===== config.mk =====
export PLATFORM = sky130hd
export DESIGN_NAME = positional_array_insert_delete_core
export DESIGN_NICKNAME = d
export VERILOG_FILES = /design/src/paid_pkg.sv /design/src/paid_ram.sv /design/src/positional_array_insert_delete_core.sv
export SDC_FILE = /design/constraint.sdc
export NUM_CORES = 2
export LEC_CHECK = 0
export ABC_AREA = 1
export BUFFER_PORTS_ARGS = -buffer_cell sky130_fd_sc_hd__buf_2
export CAP_MARGIN = 25
export CORE_MARGIN = 5
export CORE_UTILIZATION = 29
export CTS_BUF_LIST = sky130_fd_sc_hd__clkbuf_8
export DETAILED_ROUTE_END_ITERATION = 12
export MAX_ROUTING_LAYER = met4
export SYNTH_ARGS = -nofsm -noshare
export SYNTH_HDL_FRONTEND = slang
export SYNTH_SLANG_ARGS = --single-unit

===== constraint.sdc =====
create_clock -name clk -period 6.95 [get_ports clk]
set_clock_uncertainty 0.1 [all_clocks]
set_input_delay 0.695 -clock clk [delete_from_list [all_inputs] [get_ports clk]]
set_output_delay 0.695 -clock clk [all_outputs]
set_load 0.05 [all_outputs]

===== src/paid_pkg.sv =====
// ----------------------------------------------------------------------------
// paid_pkg: shared types and constants of the positional array block
// Holds the array size, the command and status codes and the packed
// transaction types of the command and response channels.
// ----------------------------------------------------------------------------
package paid_pkg;

  // Array geometry.
  localparam int DEPTH  = 64;
  localparam int ADDR_W = $clog2(DEPTH);
  localparam int CNT_W  = 7;
  localparam int DATA_W = 32;

  // Command codes.
  localparam logic [1:0] CMD_READ   = 2'd0;
  localparam logic [1:0] CMD_INSERT = 2'd1;
  localparam logic [1:0] CMD_DELETE = 2'd2;

  // Status codes.
  localparam logic [1:0] ST_OK     = 2'd0;
  localparam logic [1:0] ST_FULL   = 2'd1;
  localparam logic [1:0] ST_EMPTY  = 2'd2;
  localparam logic [1:0] ST_BADPOS = 2'd3;

  // Command transaction.
  typedef struct packed {
    logic [1:0]               command;
    logic [CNT_W-1:0]         position;
    logic signed [DATA_W-1:0] element_value;
  } cmd_t;

  // Response transaction.
  typedef struct packed {
    logic [1:0]               status;
    logic signed [DATA_W-1:0] read_data;
    logic [CNT_W-1:0]         occupancy;
  } rsp_t;

endpackage


===== src/paid_ram.sv =====
// ----------------------------------------------------------------------------
// paid_ram: entry storage of the positional array
// One write port and one read port with registered read data.
// ----------------------------------------------------------------------------
module paid_ram (
  input  logic                             clk,
  input  logic                             we,
  input  logic [paid_pkg::ADDR_W-1:0]      waddr,
  input  logic signed [paid_pkg::DATA_W-1:0] wdata,
  input  logic [paid_pkg::ADDR_W-1:0]      raddr,
  output logic signed [paid_pkg::DATA_W-1:0] rdata
);
  import paid_pkg::*;

  logic signed [DATA_W-1:0] mem [DEPTH];

  // Write port and registered read port.
  always_ff @(posedge clk) begin
    if (we) begin
      mem[waddr] <= wdata;
    end
    rdata <= mem[raddr];
  end

endmodule


===== src/positional_array_insert_delete_core.sv =====
// ----------------------------------------------------------------------------
// positional_array_insert_delete_core: packed ordered array with insert/delete
// Reads, inserts or deletes a signed word at a position and reports a status,
// the word read and the occupancy after each transaction.
// ----------------------------------------------------------------------------
//
//  Channel | Direction | Handshake            | Payload
//  --------+-----------+----------------------+--------------------------------
//  cmd     | in        | cmd_valid, cmd_stall | command, position, element_value
//  rsp     | out       | rsp_valid, rsp_stall | status, read_data, occupancy
//
// A read passes through S_RD_WAIT to S_FINISH; a rejected command goes
// straight to S_FINISH. An insert or a delete moves each entry past the
// position in turn, with a read step and then a write step per entry, since
// the entry RAM registers its read data. Reset clears the occupancy, the
// sequencer state and the response valid; the entries need no clearing. A new
// command is taken while a response waits in the output register, and the
// sequencer holds in its last state until that register is free.
module positional_array_insert_delete_core (
  input  logic           clk,
  input  logic           rst,
  input  logic           cmd_valid,
  output logic           cmd_stall,
  input  paid_pkg::cmd_t cmd,
  output logic           rsp_valid,
  input  logic           rsp_stall,
  output paid_pkg::rsp_t rsp
);
  import paid_pkg::*;

  typedef enum logic [2:0] {
    S_IDLE,
    S_RD_WAIT,
    S_INS_STEP,
    S_INS_WR,
    S_DEL_STEP,
    S_DEL_WR,
    S_FINISH
  } state_t;

  state_t                   state;
  logic [CNT_W-1:0]         count;
  logic [CNT_W-1:0]         idx;
  logic [CNT_W-1:0]         pos;
  logic signed [DATA_W-1:0] word;
  logic [1:0]               res_status;
  logic signed [DATA_W-1:0] res_data;

  logic                     ram_we;
  logic [ADDR_W-1:0]        ram_waddr;
  logic signed [DATA_W-1:0] ram_wdata;
  logic [ADDR_W-1:0]        ram_raddr;
  logic signed [DATA_W-1:0] ram_rdata;

  logic                     accept;
  logic                     rsp_free;

  assign cmd_stall = (state != S_IDLE);
  assign accept    = cmd_valid && !cmd_stall;
  assign rsp_free  = !rsp_valid || !rsp_stall;

  // RAM port control for each sequencer state.
  always_comb begin
    ram_we    = 1'b0;
    ram_waddr = idx[ADDR_W-1:0];
    ram_wdata = ram_rdata;
    ram_raddr = cmd.position[ADDR_W-1:0];
    unique case (state) inside
      S_INS_STEP: begin
        ram_raddr = ADDR_W'(idx - CNT_W'(1));
        if (idx == pos) begin
          ram_we    = 1'b1;
          ram_wdata = word;
        end
      end
      S_DEL_STEP: begin
        ram_raddr = ADDR_W'(idx + CNT_W'(1));
      end
      S_INS_WR, S_DEL_WR: begin
        ram_we = 1'b1;
      end
      default: begin
      end
    endcase
  end

  paid_ram u_ram (
    .clk   (clk),
    .we    (ram_we),
    .waddr (ram_waddr),
    .wdata (ram_wdata),
    .raddr (ram_raddr),
    .rdata (ram_rdata)
  );

  // Sequencer, occupancy count and response register.
  always_ff @(posedge clk) begin
    if (rst) begin
      state     <= S_IDLE;
      count     <= '0;
      rsp_valid <= 1'b0;
    end else begin
      // A response leaving with no new one behind it empties the register.
      if (rsp_valid && !rsp_stall && (state != S_FINISH)) begin
        rsp_valid <= 1'b0;
      end
      unique case (state)
        S_IDLE: begin
          if (accept) begin
            pos        <= cmd.position;
            word       <= cmd.element_value;
            res_status <= ST_OK;
            res_data   <= '0;
            unique case (cmd.command)
              CMD_READ: begin
                if (count == '0) begin
                  res_status <= ST_EMPTY;
                  state      <= S_FINISH;
                end else if (cmd.position >= count) begin
                  res_status <= ST_BADPOS;
                  state      <= S_FINISH;
                end else begin
                  state <= S_RD_WAIT;
                end
              end
              CMD_INSERT: begin
                if (count >= CNT_W'(DEPTH)) begin
                  res_status <= ST_FULL;
                  state      <= S_FINISH;
                end else if (cmd.position > count) begin
                  res_status <= ST_BADPOS;
                  state      <= S_FINISH;
                end else begin
                  idx   <= count;
                  state <= S_INS_STEP;
                end
              end
              CMD_DELETE: begin
                if (count == '0) begin
                  res_status <= ST_EMPTY;
                  state      <= S_FINISH;
                end else if (cmd.position >= count) begin
                  res_status <= ST_BADPOS;
                  state      <= S_FINISH;
                end else begin
                  idx   <= cmd.position;
                  state <= S_DEL_STEP;
                end
              end
              default: begin
                state <= S_FINISH;
              end
            endcase
          end
        end
        S_RD_WAIT: begin
          res_data <= ram_rdata;
          state    <= S_FINISH;
        end
        S_INS_STEP: begin
          // The new word lands once every later entry has moved up.
          if (idx == pos) begin
            count <= count + CNT_W'(1);
            state <= S_FINISH;
          end else begin
            state <= S_INS_WR;
          end
        end
        S_INS_WR: begin
          idx   <= idx - CNT_W'(1);
          state <= S_INS_STEP;
        end
        S_DEL_STEP: begin
          // Stop when the last valid entry has moved down.
          if (idx + CNT_W'(1) >= count) begin
            count <= count - CNT_W'(1);
            state <= S_FINISH;
          end else begin
            state <= S_DEL_WR;
          end
        end
        S_DEL_WR: begin
          idx   <= idx + CNT_W'(1);
          state <= S_DEL_STEP;
        end
        S_FINISH: begin
          if (rsp_free) begin
            rsp_valid     <= 1'b1;
            rsp.status    <= res_status;
            rsp.read_data <= res_data;
            rsp.occupancy <= count;
            state         <= S_IDLE;
          end
        end
        default: begin
          state <= S_IDLE;
        end
      endcase
    end
  end

endmodule


==> results.md <==
* Fmax at 215 MHz
* Most used cell, CP: nand3_1
* Share of the synthesized area in the top cell type at 67.8%
* Initial antenna violation count at 15
* CTS clock-pin slew for the worst setup and hold paths at 0.06 ns
* Initial Util at 29.1%
* Via density at 4.67
* Final ANT Viol Nets at 0
* Setup slack after placement at 2.41 ns
* Overflow after GRT at 0
* HP Class: in -> reg
* Routed length per instance at 19.9 um
* Largest stage delay, worst path at 0.81 ns
* Switching Share at 45.2%
* Critical path, cell by cell: inv_1 -> ha_1 -> xor2_1 -> nand2_1 -> nand3_4 -> inv_8 -> buf_4 -> nand3_1 -> nand3_1 -> nand3_1 -> nand3_1 -> nand2_1
* Top-level port count at 88
* Most common cell in the netlist: edfxtp_1
* Layout Nets at 9405
* Gr usage total at 16.2%
* Area of the multi-input gates at 21700 um2
* Share of cells above drive strength 1 at 9.00%
* Crit-path max FO at 84
* Mapped Avg Cell Area at 10.6 um2
* Vias in the first global route at 61033
* Fin. Hold Viols at 0
* Max-cap violations at 0
* Top cells by count, synth: 2169 x edfxtp_1, 2071 x nand2_1, 2001 x nand3_1, 1843 x inv_1, 379 x buf_2
* Die Span Y at 585 um
* Post-synthesis register bit count at 2212
* Synth top area cells: edfxtp_1 68%, nand3_1 10%, nand2_1 8.1%, inv_1 7.2%, buf_2 2.0%
* Predominant post-synthesis flop cell: edfxtp_1
* Max Root-Sink Buffers at 4
* DR vias at 65302
* Initial DRC Count at 7970
* Port Buf Inserts at 87
* Largest area contributor in the netlist: edfxtp_1
* Max-slew violations at 0
* Pin count of the biggest net entering global routing at 152
* Slowest cell on the critical path: inv_8
* H-tree lvl count at 5
* Core area at 330000 um2
* Pwr/cell area at 460 nW/um2
* Combinational fraction of design power at 45.6%
* Unrepaired setup endpoints after global routing: no
* Die area at 343000 um2
* Distinct cell type count after synthesis at 36
* Sequential fraction of the synthesis area at 68.7%
* CTS tree: done
* Cell Int Power at 27.8 mW
* Syn Inst Count at 9094
* Clk pwr share at 20.7%
* Slew @ Worst Pin at 1.10 ns
* First-pass GRT wire length at 406000 um
* # setup viols final at 0
* Synthesis Warnings at 0
* CTS root buffer: clkbuf_8
* Reg-to-reg setup timing slack at 2.30 ns
* EDFF count, synth at 2169
* Rel. slew slack at 26.2%
* Gp weighted congestion at 0.868
* Netlist Area Pre-Place at 96000 um2
* Final period utilization at 67.0%
* Fill cell count at 32820
* Die Wd at 585 um
* Leakage Power at 45.1 nW
* Final Util at 33.4%
* Crit. End Element: flop
* Net Sw Power at 22.9 mW
* Sequential power share at 33.7%
* CTS buffer count at 382
* Status: finished, final reports clean
* First drt pass iteration count at 6
* Min Tclk post-route at 4.65 ns
* CP required at 7.76 ns
* Area Growth Syn to Fin at 14.8%
* CP Class: reg -> reg
* Register area at 66000 um2
* Sum of negative setup slack at 0 ns
* Synth Net Count at 9161
* Worst setup margin at 2.30 ns
* Power Total at 50.7 mW
* # DRC at 0
* CTS sink cnt at 2212
* Critical Path Source Type: flop
* Critical path arrival at 5.46 ns
* # rows at 211
* DP HPWL at 162000 um
* Ys async rst share at 0%
* Maximum VDD drop at 0.441 mV
* Worst skew pair latency at 1.08 ns
* Final WL at 278000 um
[placed cells by master, fill, tap and decap left out, types with 3 or more instances in the layout]
| master | instances |
|---|---|
| a21oi_1 | 17 |
| nor3_1 | 8 |
| clkinv_2 | 31 |
| nor2_4 | 68 |
| o21ai_0 | 20 |
| bufinv_16 | 3 |
| buf_16 | 18 |
| buf_12 | 55 |
| nand2_1 | 2069 |
| buf_2 | 87 |
| clkinvlp_4 | 8 |
| o211ai_1 | 8 |
| nand2_4 | 3 |
| diode_2 | 8 |
| xnor2_1 | 3 |
| nor2_1 | 93 |
| edfxtp_1 | 2169 |
| xor2_1 | 12 |
| nand4_1 | 8 |
| clkbuf_8 | 395 |
| clkinv_1 | 79 |
| nand3_4 | 5 |
| inv_1 | 1975 |
| inv_2 | 8 |
| dfxtp_1 | 43 |
| nand3_1 | 1998 |
| buf_4 | 136 |
| nand3b_1 | 160 |
| dlygate4sd3_1 | 46 |
| ha_1 | 21 |
| nand2_8 | 3 |
| a21oi_4 | 33 |
[layout make-up]
| cell class | instances | share of cell area, % |
|---|---|---|
| tap | 4366 | 4.96 |
| antenna | 8 | 0.0182 |
| timing repair buffer | 342 | 3.19 |
| inverter | 1853 | 6.32 |
| clock inverter | 254 | 1.00 |
| clock buffer | 395 | 4.93 |
| multi-input combinational | 4547 | 19.7 |
| sequential | 2212 | 59.9 |
[power groups by stage]
stage	Clock (mW)	Combinational [mW]	Sequential, mW
detailed placement	0	22.7	17.4
floorplan	0	13.2	17.5
global placement	0	22.5	17.4
global route	11.3	24.7	17.1
finish	10.5	23.1	17.1
CTS	10.7	22.8	17.1
[routing by layer]
layer | global-route usage, % | routed length, um | up-vias
met5 | - | 0 | -
met4 | 6.30 | 10400 | 0
met3 | 2.83 | 25300 | 526
met2 | 24.1 | 125000 | 3111
met1 | 22.0 | 117000 | 31363
li1 | - | - | 30302
[logic make-up after synthesis]
family | Yosys count | synth area share (%)
adder cells (fa/ha/maj) | 22 | 0.294
flip-flops | 2212 | 68.7
buffers and inverters | 2335 | 9.68
AO/OA/AOI/OAI | 89 | 0.523
XOR/XNOR | 15 | 0.137
AND/OR/NAND/NOR | 4421 | 20.6
[worst paths after layout]
path,from,end,depth (start not counted)
min reg2reg,res_data[24]$_SDFFCE_PN0P_,rsp[31]$_DFFE_PP_,0
max,idx[0]$_DFFE_PP_,u_ram.rdata[18]$_DFF_P_,12
max reg2reg,idx[0]$_DFFE_PP_,u_ram.rdata[18]$_DFF_P_,12
min,cmd_valid,state[2]$_SDFFE_PP0P_,6
[flip-flops by register name, indices dropped and copies added, names as in the netlist]
register / cells
count: 7
idx: 7
pos: 7
res_data: 32
res_status: 2
rsp: 41
rsp_valid: 1
state: 3
u_ram.mem: 2048
u_ram.rdata: 32
word: 32
[timing repair]
action / CTS / global route
gates resized for setup: 0 / 0
buffers inserted: 0 / 0
hold buffers: 46 / 0
hold endpoints to repair: 49 / 0
[through the flow]
step / std cells / instance area (um2) / hold slack [ns]
6_report: 13977 / 110000 / 0.204
5_1_grt: 13974 / 110000 / 0.150
4_1_cts: 13963 / 110000 / 0.0833
3_5_place_dp: 13268 / 103000 / 0.305
3_3_place_gp: 13233 / 102000 / 0.302
2_1_floorplan: 9094 / 96000 / 0.300
[worst max-delay path, delay by kind of cell (launching register included)]
kind	cells	cell delay, ns
xor gates and xnor gates	1	0.17
adders and majority gates	1	0.30
buffers and inverters	3	1.46
DFF	1	0.70
and+or+nand+nor	7	1.74
No activity file was read; power rests on OpenSTA's default activity.
